===== src/sv/s256h_pkg.sv =====
// shared types, constants and round functions of the sha-256 stream hasher
`timescale 1ns / 1ps

package s256h_pkg;

    localparam int unsigned BLOCK_BITS = 512;
    localparam int unsigned WORD_BITS  = 32;
    localparam int unsigned NUM_WORDS  = 8;
    localparam int unsigned NUM_ROUNDS = 64;
    localparam int unsigned CNT_BITS   = 61;   // width of the message byte count, bits = count * 8

    localparam logic [7:0] PAD_MARK_BYTE = 8'h80;
    localparam logic [5:0] FILL_LAST     = 6'd63;
    localparam logic [2:0] LEN_ZONE      = 3'd7;  // fill positions 56..63 hold the length
    localparam logic [5:0] ROUND_LAST    = 6'd63;

    localparam logic [31:0] H_INIT [NUM_WORDS] = '{
        32'h6a09e667, 32'hbb67ae85, 32'h3c6ef372, 32'ha54ff53a,
        32'h510e527f, 32'h9b05688c, 32'h1f83d9ab, 32'h5be0cd19
    };

    localparam logic [31:0] K_TAB [NUM_ROUNDS] = '{
        32'h428a2f98, 32'h71374491, 32'hb5c0fbcf, 32'he9b5dba5,
        32'h3956c25b, 32'h59f111f1, 32'h923f82a4, 32'hab1c5ed5,
        32'hd807aa98, 32'h12835b01, 32'h243185be, 32'h550c7dc3,
        32'h72be5d74, 32'h80deb1fe, 32'h9bdc06a7, 32'hc19bf174,
        32'he49b69c1, 32'hefbe4786, 32'h0fc19dc6, 32'h240ca1cc,
        32'h2de92c6f, 32'h4a7484aa, 32'h5cb0a9dc, 32'h76f988da,
        32'h983e5152, 32'ha831c66d, 32'hb00327c8, 32'hbf597fc7,
        32'hc6e00bf3, 32'hd5a79147, 32'h06ca6351, 32'h14292967,
        32'h27b70a85, 32'h2e1b2138, 32'h4d2c6dfc, 32'h53380d13,
        32'h650a7354, 32'h766a0abb, 32'h81c2c92e, 32'h92722c85,
        32'ha2bfe8a1, 32'ha81a664b, 32'hc24b8b70, 32'hc76c51a3,
        32'hd192e819, 32'hd6990624, 32'hf40e3585, 32'h106aa070,
        32'h19a4c116, 32'h1e376c08, 32'h2748774c, 32'h34b0bcb5,
        32'h391c0cb3, 32'h4ed8aa4a, 32'h5b9cca4f, 32'h682e6ff3,
        32'h748f82ee, 32'h78a5636f, 32'h84c87814, 32'h8cc70208,
        32'h90befffa, 32'ha4506ceb, 32'hbef9a3f7, 32'hc67178f2
    };

    typedef enum logic [2:0] {
        ST_IDLE,
        ST_LOAD,
        ST_ROUND,
        ST_FOLD,
        ST_PAD
    } t_state;

    typedef enum logic [1:0] {
        PAD_MARK,
        PAD_ZERO,
        PAD_LEN
    } t_pad;

    typedef struct packed {
        logic       take_byte;   // shift the input byte in and count it
        logic       pad;         // shift a padding byte in
        t_pad       pad_kind;
        logic       load;        // working vars <= hash words
        logic       round;       // one compression round
        logic [5:0] round_idx;
        logic       fold;        // hash words += working vars
        logic       fold_final;  // digest to output, hash back to initial
    } t_cmd;

    typedef struct packed {
        logic [5:0] fill;
        logic       out_busy;
    } t_stat;

    function automatic logic [31:0] rotr(input logic [31:0] x, input int unsigned n);
        return (x >> n) | (x << (WORD_BITS - n));
    endfunction

    function automatic logic [31:0] bsig0(input logic [31:0] x);
        return rotr(x, 2) ^ rotr(x, 13) ^ rotr(x, 22);
    endfunction

    function automatic logic [31:0] bsig1(input logic [31:0] x);
        return rotr(x, 6) ^ rotr(x, 11) ^ rotr(x, 25);
    endfunction

    function automatic logic [31:0] ssig0(input logic [31:0] x);
        return rotr(x, 7) ^ rotr(x, 18) ^ (x >> 3);
    endfunction

    function automatic logic [31:0] ssig1(input logic [31:0] x);
        return rotr(x, 17) ^ rotr(x, 19) ^ (x >> 10);
    endfunction

endpackage


===== src/sv/s256h_ctrl.sv =====
// controller state machine of the sha-256 stream hasher
`timescale 1ns / 1ps

module s256h_ctrl (
    input  logic              i_clk,
    input  logic              i_rst_n,
    input  logic              i_in_valid,
    input  logic              i_byte_valid,
    input  logic              i_last_byte,
    output logic              o_in_ready,
    input  s256h_pkg::t_stat  i_stat,
    output s256h_pkg::t_cmd   o_cmd
);
    import s256h_pkg::*;

    t_state     r_state, n_state;
    logic [5:0] r_round, n_round;
    logic       r_last, n_last;      // message end seen, padding still to do
    logic       r_first, n_first;    // next pad byte is the 0x80 mark
    logic       r_len_ok, n_len_ok;  // this block is the one that takes the length
    logic       r_final, n_final;    // block under compression is the last one
    logic       len_ok_nx;

    always_ff @(posedge i_clk) begin
        if (!i_rst_n) begin
            r_state  <= ST_IDLE;
            r_round  <= '0;
            r_last   <= 1'b0;
            r_first  <= 1'b0;
            r_len_ok <= 1'b0;
            r_final  <= 1'b0;
        end else begin
            r_state  <= n_state;
            r_round  <= n_round;
            r_last   <= n_last;
            r_first  <= n_first;
            r_len_ok <= n_len_ok;
            r_final  <= n_final;
        end
    end

    always_comb begin
        n_state  = r_state;
        n_round  = r_round;
        n_last   = r_last;
        n_first  = r_first;
        n_len_ok = r_len_ok;
        n_final  = r_final;
        len_ok_nx = r_len_ok;

        o_in_ready          = 1'b0;
        o_cmd.take_byte     = 1'b0;
        o_cmd.pad           = 1'b0;
        o_cmd.pad_kind      = PAD_ZERO;
        o_cmd.load          = 1'b0;
        o_cmd.round         = 1'b0;
        o_cmd.round_idx     = r_round;
        o_cmd.fold          = 1'b0;
        o_cmd.fold_final    = 1'b0;

        unique case (r_state)
            ST_IDLE: begin
                o_in_ready = 1'b1;
                if (i_in_valid) begin
                    o_cmd.take_byte = i_byte_valid;
                    if (i_byte_valid && (i_stat.fill == FILL_LAST)) begin
                        n_state  = ST_LOAD;
                        n_last   = i_last_byte;
                        n_first  = i_last_byte;
                        n_len_ok = 1'b0;
                        n_final  = 1'b0;
                    end else if (i_last_byte) begin
                        n_state  = ST_PAD;
                        n_last   = 1'b1;
                        n_first  = 1'b1;
                        n_len_ok = 1'b0;
                    end
                end
            end
            ST_PAD: begin
                o_cmd.pad = 1'b1;
                if (r_first) begin
                    o_cmd.pad_kind = PAD_MARK;
                    // mark below position 56 leaves room for the length here
                    len_ok_nx = (i_stat.fill[5:3] != LEN_ZONE);
                end else if (r_len_ok && (i_stat.fill[5:3] == LEN_ZONE)) begin
                    o_cmd.pad_kind = PAD_LEN;
                end else begin
                    o_cmd.pad_kind = PAD_ZERO;
                end
                n_first  = 1'b0;
                n_len_ok = len_ok_nx;
                if (i_stat.fill == FILL_LAST) begin
                    n_state = ST_LOAD;
                    n_final = len_ok_nx;
                end
            end
            ST_LOAD: begin
                o_cmd.load = 1'b1;
                n_round    = '0;
                n_state    = ST_ROUND;
            end
            ST_ROUND: begin
                o_cmd.round = 1'b1;
                n_round     = r_round + 6'd1;
                if (r_round == ROUND_LAST) begin
                    n_state = ST_FOLD;
                end
            end
            ST_FOLD: begin
                if (r_final) begin
                    // digest waits here until the previous one has drained
                    if (!i_stat.out_busy) begin
                        o_cmd.fold_final = 1'b1;
                        n_last  = 1'b0;
                        n_final = 1'b0;
                        n_state = ST_IDLE;
                    end
                end else begin
                    o_cmd.fold = 1'b1;
                    if (r_last) begin
                        n_state = ST_PAD;
                        if (!r_first) begin
                            n_len_ok = 1'b1;
                        end
                    end else begin
                        n_state = ST_IDLE;
                    end
                end
            end
            default: begin
                n_state = ST_IDLE;
            end
        endcase
    end

endmodule


===== src/sv/s256h_dp.sv =====
// datapath of the sha-256 stream hasher: block and schedule line, rounds, hash, digest output
`timescale 1ns / 1ps

module s256h_dp (
    input  logic              i_clk,
    input  logic              i_rst_n,
    input  s256h_pkg::t_cmd   i_cmd,
    input  logic [7:0]        i_data_byte,
    output s256h_pkg::t_stat  o_stat,
    output logic              o_out_valid,
    input  logic              i_out_ready,
    output logic [31:0]       o_digest_word,
    output logic [2:0]        o_word_index,
    output logic              o_last_word
);
    import s256h_pkg::*;

    // word 0 of the block sits in the top bits; bytes shift in at the bottom
    logic [BLOCK_BITS-1:0] r_blk;
    logic [31:0]           r_v [NUM_WORDS];
    logic [31:0]           r_h [NUM_WORDS];
    logic [31:0]           r_out_words [NUM_WORDS];
    logic [5:0]            r_fill;
    logic [CNT_BITS-1:0]   r_nbytes;
    logic [3:0]            r_out_left;
    logic [2:0]            r_out_idx;

    logic [31:0] w0, w1, w9, w14, sched_new, t1, t2;
    logic [63:0] len_bits;
    logic [7:0]  len_byte, pad_byte, shift_byte;
    logic        shift_en, out_take;

    assign w0  = r_blk[511:480];
    assign w1  = r_blk[479:448];
    assign w9  = r_blk[223:192];
    assign w14 = r_blk[63:32];
    assign sched_new = ssig1(w14) + w9 + ssig0(w1) + w0;

    assign t1 = r_v[7] + bsig1(r_v[4]) + ((r_v[4] & r_v[5]) ^ (~r_v[4] & r_v[6]))
              + K_TAB[i_cmd.round_idx] + w0;
    assign t2 = bsig0(r_v[0]) + ((r_v[0] & r_v[1]) ^ (r_v[0] & r_v[2]) ^ (r_v[1] & r_v[2]));

    assign len_bits = {r_nbytes, 3'b000};

    always_comb begin
        unique case (r_fill[2:0])
            3'd0:    len_byte = len_bits[63:56];
            3'd1:    len_byte = len_bits[55:48];
            3'd2:    len_byte = len_bits[47:40];
            3'd3:    len_byte = len_bits[39:32];
            3'd4:    len_byte = len_bits[31:24];
            3'd5:    len_byte = len_bits[23:16];
            3'd6:    len_byte = len_bits[15:8];
            default: len_byte = len_bits[7:0];
        endcase
    end

    always_comb begin
        unique case (i_cmd.pad_kind)
            PAD_MARK: pad_byte = PAD_MARK_BYTE;
            PAD_LEN:  pad_byte = len_byte;
            default:  pad_byte = 8'h00;
        endcase
    end

    assign shift_en   = i_cmd.take_byte | i_cmd.pad;
    assign shift_byte = i_cmd.pad ? pad_byte : i_data_byte;
    assign out_take   = o_out_valid & i_out_ready;

    // payload
    always_ff @(posedge i_clk) begin
        if (shift_en) begin
            r_blk <= {r_blk[BLOCK_BITS-9:0], shift_byte};
        end else if (i_cmd.round) begin
            r_blk <= {r_blk[BLOCK_BITS-33:0], sched_new};
        end

        if (i_cmd.load) begin
            for (int k = 0; k < NUM_WORDS; k++) begin
                r_v[k] <= r_h[k];
            end
        end else if (i_cmd.round) begin
            r_v[7] <= r_v[6];
            r_v[6] <= r_v[5];
            r_v[5] <= r_v[4];
            r_v[4] <= r_v[3] + t1;
            r_v[3] <= r_v[2];
            r_v[2] <= r_v[1];
            r_v[1] <= r_v[0];
            r_v[0] <= t1 + t2;
        end

        if (i_cmd.fold_final) begin
            for (int k = 0; k < NUM_WORDS; k++) begin
                r_out_words[k] <= r_h[k] + r_v[k];
            end
        end else if (out_take) begin
            for (int k = 0; k < NUM_WORDS - 1; k++) begin
                r_out_words[k] <= r_out_words[k+1];
            end
        end
    end

    // control and hash state
    always_ff @(posedge i_clk) begin
        if (!i_rst_n) begin
            r_fill     <= '0;
            r_nbytes   <= '0;
            r_out_left <= '0;
            r_out_idx  <= '0;
            for (int k = 0; k < NUM_WORDS; k++) begin
                r_h[k] <= H_INIT[k];
            end
        end else begin
            if (shift_en) begin
                r_fill <= r_fill + 6'd1;
            end

            if (i_cmd.fold_final) begin
                r_nbytes <= '0;
            end else if (i_cmd.take_byte) begin
                r_nbytes <= r_nbytes + CNT_BITS'(1);
            end

            if (i_cmd.fold_final) begin
                for (int k = 0; k < NUM_WORDS; k++) begin
                    r_h[k] <= H_INIT[k];
                end
            end else if (i_cmd.fold) begin
                for (int k = 0; k < NUM_WORDS; k++) begin
                    r_h[k] <= r_h[k] + r_v[k];
                end
            end

            if (i_cmd.fold_final) begin
                r_out_left <= 4'(NUM_WORDS);
                r_out_idx  <= '0;
            end else if (out_take) begin
                r_out_left <= r_out_left - 4'd1;
                r_out_idx  <= r_out_idx + 3'd1;
            end
        end
    end

    assign o_out_valid     = (r_out_left != 4'd0);
    assign o_digest_word   = r_out_words[0];
    assign o_word_index    = r_out_idx;
    assign o_last_word     = (r_out_idx == 3'd7);
    assign o_stat.fill     = r_fill;
    assign o_stat.out_busy = o_out_valid;

endmodule


===== src/sv/sha256_stream_hasher_core.sv =====
// top level of the sha-256 stream hasher
//
//  channel   dir  payload                                  item
//  s_axis    in   tdata[7:0] byte, tuser valid, tlast end  one message byte or end mark
//  m_axis    out  tdata[31:0] word, tuser index, tlast     one digest word, 8 per message
//
// a byte item is taken while s_axis_tready is high; the 64th byte of a block starts a
// compression (load, 64 rounds on one shared round unit, fold) with s_axis_tready low
// an end mark feeds the padding one byte a cycle, outside compressions, through the
// same byte path (64 minus fill, plus 64 more when the tail is 56 bytes or longer)
// with one or two compressions
// the digest sits in its own output register and drains while the next message
// streams in; a second digest waits at its final fold until the first is gone
// i_rst_n is synchronous; block and schedule storage need no clearing
`timescale 1ns / 1ps

module sha256_stream_hasher_core (
    input  logic        i_clk,
    input  logic        i_rst_n,
    input  logic        s_axis_tvalid,
    output logic        s_axis_tready,
    input  logic [7:0]  s_axis_tdata,   // [7:0] data_byte
    input  logic        s_axis_tuser,   // [0] byte_valid
    input  logic        s_axis_tlast,   // last_byte
    output logic        m_axis_tvalid,
    input  logic        m_axis_tready,
    output logic [31:0] m_axis_tdata,   // [31:0] digest_word
    output logic [2:0]  m_axis_tuser,   // [2:0] word_index
    output logic        m_axis_tlast    // last_word
);
    import s256h_pkg::*;

    t_cmd  cmd;
    t_stat stat;

    // sequencing: byte intake, padding, round count
    s256h_ctrl u_ctrl (
        .i_clk        (i_clk),
        .i_rst_n      (i_rst_n),
        .i_in_valid   (s_axis_tvalid),
        .i_byte_valid (s_axis_tuser),
        .i_last_byte  (s_axis_tlast),
        .o_in_ready   (s_axis_tready),
        .i_stat       (stat),
        .o_cmd        (cmd)
    );

    // block line doubling as schedule, round unit, hash words, digest register
    s256h_dp u_dp (
        .i_clk         (i_clk),
        .i_rst_n       (i_rst_n),
        .i_cmd         (cmd),
        .i_data_byte   (s_axis_tdata),
        .o_stat        (stat),
        .o_out_valid   (m_axis_tvalid),
        .i_out_ready   (m_axis_tready),
        .o_digest_word (m_axis_tdata),
        .o_word_index  (m_axis_tuser),
        .o_last_word   (m_axis_tlast)
    );

endmodule

===== config.mk =====
export PLATFORM = sky130hd
export DESIGN_NAME = sha256_stream_hasher_core
export DESIGN_NICKNAME = d
export VERILOG_FILES = /design/src/sv/s256h_pkg.sv /design/src/sv/s256h_ctrl.sv /design/src/sv/s256h_dp.sv /design/src/sv/sha256_stream_hasher_core.sv
export SDC_FILE = /design/constraint.sdc
export NUM_CORES = 2
export LEC_CHECK = 0
export BUFFER_PORTS_ARGS = -buffer_cell sky130_fd_sc_hd__buf_4
export CAP_MARGIN = 25
export CORE_ASPECT_RATIO = 0.5
export CORE_UTILIZATION = 45
export DETAILED_ROUTE_END_ITERATION = 6
export GPL_ROUTABILITY_DRIVEN = 0
export PLACE_DENSITY = 0.67
export RECOVER_POWER = 100
export SETUP_SLACK_MARGIN = 0.1
export SYNTH_ARGS = -nofsm -noshare
export SYNTH_HDL_FRONTEND = slang
export SYNTH_SLANG_ARGS = --single-unit

===== constraint.sdc =====
create_clock -name i_clk -period 21.8 [get_ports i_clk]
set_input_delay 4.36 -clock i_clk [delete_from_list [all_inputs] [get_ports i_clk]]
set_output_delay 4.36 -clock i_clk [all_outputs]
set_load 0.1 [all_outputs]

==> flow_summary.yaml <==
run_status:
  outcome: "complete, but fails checks"
  violations: "design-rule violations, max-capacitance violations, max-slew violations"
timing:
  min_period_ns: 15.50
  finalCritPeriodShare: 0.711
  max_freq_ghz: 0.0645
  tns_ns: 0
  setup_slack_ns: 6.30
  rsz0062_at_grt: "false"
  clock_skew_ns: 0.0398
  drv_slew: 3076
  tightest_slew_ns: 9.62
  relSlewSlack: -5.41
  finalSetupViolations: 0
  hold_viol: 0
worst_setup_path:
  crit_type: "in -> reg"
  path_cells: "clkbuf_1 > nand2_1 > nand2_1 > clkbuf_1 > clkbuf_1"
  worstSetupStartpointType: "primary input"
  cp_data_required_time_ns: 22.12
  critPathMaxFanout: 121
  arrival_ns: 15.82
  critPathCaptureType: "flop"
  critPathMostFrequentCell: "clkbuf_1"
  cp_slowest_stage_delay_ns: 5.89
  slowest_stage: "clkbuf_1"
synth:
  ys_async_sr_fraction: 0
  ys.flop_type: "edfxtp_1"
  synth_cells: 8772
  syn_nets: 9384
  synth_edf_count: 1248
  netlist-cell-type-count: 105
  ys_ff_latch: 1367
  avgSynthCellArea_um2: 9.54
  synth.yosys.warnings: 0
  syn_area_um2: 83700
  yosysSeqAreaShare: 0.476
detailed_routing:
  finalWirelength_um: 240000
  via_per_inst: 5.75
  drtIter0Drc: 8220
  vias: 64000
  dr.pass1.iters: 7
  drc_errors: 264
  antenna_left: 0
  routedWlPerCell_um: 21.6
placed_design:
  io_buffers: 51
  post-place-ws_ns: 11.54
  dpl-instance-area_um2: 85900
  dp_hpwl_um: 169000
clock_network:
  htree_levels: 4
  cts_tree: "built"
  clk_latency_ns: 0.80
  cts_buffers: 141
  clkSinkCount: 1367
  path_clk_slew_ns: 0.06
  clock_path_buffers: 4
  cts_resized: 0
  post_cts_buffers: 0
  ctsHoldBuffers: 0
  clockRootBuffer: "clkbuf_16"
global_routing:
  antenna_found_initial: 4
  grt_usage: 0.251
  grt_pass1_vias: 60400
  grt_pass1_wl_um: 364000
  grt_max_degree: 226
  overflow: 0
die:
  num_io_pins: 52
  die_area_um2: 188000
  fp-row-count: 111
  start_util: 0.455
  die_y_um: 307
  dieWidth_um: 612
  core_um2: 184000
finish:
  nets: 9154
  multi_input_area_um2: 40700
  syn_to_final_growth_pct: 7.49
  register_area_um2: 39900
  nFillCells: 17100
  drive_gt1_frac: 0.0366
  final_area_um2: 90000
flow_run:
  maxCapViolCount: 44
hold_path:
  hold_path_class: "reg -> reg"
flip-flops by register name (all words and copies together) (netlist names):
register / count
u_ctrl.r_state: 3
u_dp.o_word_index: 3
u_dp.r_out_left: 4
u_dp.r_v: 256
u_dp.r_fill: 6
u_dp.r_nbytes: 61
u_ctrl.r_final: 1
u_dp.r_out_words: 256
u_ctrl.r_first: 1
u_dp.r_blk: 512
u_ctrl.r_last: 1
u_ctrl.r_round: 6
u_dp.r_h: 256
u_ctrl.r_len_ok: 1
worst paths after layout:
kind	startpoint	endpoint	slack, ns	depth (start not counted)
min reg2reg	u_dp.o_word_index[2]	u_dp.o_word_index[2]	0.48	2
max reg2reg	u_ctrl.r_state[1]	u_dp.r_out_words[0][28]	7.07	8
max	m_axis_tready	u_dp.r_out_words[0][28]	6.30	5
min	u_dp.o_word_index[2]	u_dp.o_word_index[2]	0.48	2
area by class of cell:
type                    instances  share of cell area
clock inverters                55             0.00633
multi-input cells            6606               0.452
repair buffers                117             0.00660
clock buffers                 189              0.0439
inverters                     309              0.0129
well taps                    2486              0.0346
diodes                          3           0.0000834
flip-flops and latches       1367               0.443
per-stage QoR:
stage                     hold WS (ns)  instances  utilization
after floorplan                  0.454       8772            -
after global placement           0.462      10900        0.467
after detailed placement         0.471      10900        0.467
after CTS                        0.479      11100        0.491
after global routing             0.513      11100        0.489
final                            0.477      11100        0.489
worst max-delay path, delay by kind of cell:
kind | cells | cell delay (ns)
buffers and inverters | 3 | 9.13
AND/OR/NAND/NOR | 2 | 2.15
cells in the final DEF (no fill, tap or decap), types with 15 or more instances in the layout:
| master | n |
|---|---|
| edfxtp_1 | 1248 |
| nand3_1 | 119 |
| ha_1 | 403 |
| clkinv_1 | 20 |
| buf_4 | 30 |
| nor2_1 | 404 |
| maj3_1 | 27 |
| a21oi_1 | 365 |
| clkbuf_1 | 110 |
| xor2_1 | 235 |
| mux2_2 | 15 |
| clkbuf_8 | 18 |
| and2_1 | 21 |
| nand2_1 | 2729 |
| nor3_1 | 81 |
| and2_0 | 19 |
| o211ai_1 | 38 |
| clkbuf_16 | 144 |
| and3_1 | 45 |
| nand2b_1 | 83 |
| or2_2 | 18 |
| o21ai_0 | 494 |
| or3_1 | 27 |
| inv_1 | 303 |
| a21o_1 | 163 |
| o21a_1 | 53 |
| dfxtp_1 | 115 |
| a221oi_1 | 23 |
| a31oi_1 | 52 |
| nand4_1 | 44 |
| a21boi_0 | 26 |
| nor2b_1 | 57 |
| fa_1 | 195 |
| a211oi_1 | 44 |
| xnor2_1 | 401 |
| o21ai_1 | 23 |
| mux2i_1 | 46 |
| o21bai_1 | 43 |
| o31ai_1 | 40 |
synthesized netlist by cell type, types with 14 or more instances:
cell type | n | area, µm²
a21boi_0 | 24 | 180
edfxtp_1 | 1248 | 37500
buf_4 | 32 | 240
ha_1 | 403 | 5040
o21bai_1 | 43 | 323
o211ai_1 | 38 | 285
buf_1 | 27 | 101
or3_1 | 27 | 169
nor2b_1 | 57 | 357
o21ai_1 | 41 | 205
clkbuf_1 | 429 | 1610
dfxtp_1 | 119 | 2380
a211oi_1 | 44 | 330
inv_1 | 306 | 1150
a31oi_1 | 52 | 325
nand2_1 | 2729 | 10200
nand3_1 | 119 | 596
o21a_1 | 52 | 390
o21ai_0 | 476 | 2380
and2_1 | 39 | 244
nand2b_1 | 83 | 519
nor2_1 | 405 | 1520
xnor2_1 | 401 | 3510
mux2_2 | 20 | 225
o31ai_1 | 39 | 293
a311oi_1 | 14 | 123
maj3_1 | 27 | 270
nor3_1 | 81 | 405
a21oi_1 | 365 | 1830
and3_1 | 45 | 282
a21o_1 | 163 | 1220
a221oi_1 | 23 | 201
fa_1 | 195 | 3900
xor2_1 | 235 | 2060
nand4_1 | 44 | 275
mux2i_1 | 46 | 460
or2_2 | 18 | 113
layer usage:
metal  wire length [µm]  vias to the layer above  global-route usage
met5                 13                        -                   0
met4              10100                        2              0.0908
met3              22900                      571              0.0524
met2             104000                     2827               0.383
met1             103000                    30900               0.353
li1                   -                    29700                   -
cell families after synthesis:
group	after synthesis	share of synthesized area
AO/OA/AOI/OAI	1546	0.115
XOR/XNOR	637	0.0668
adder cells (fa/ha/maj)	625	0.110
buffers and inverters	799	0.0373
flip-flops	1367	0.476
multiplexers	77	0.0112
AND/OR/NAND/NOR	3721	0.183
Power is not shown: default switching activity piles up to over one toggle a cycle in this logic, so the estimate is an artifact.
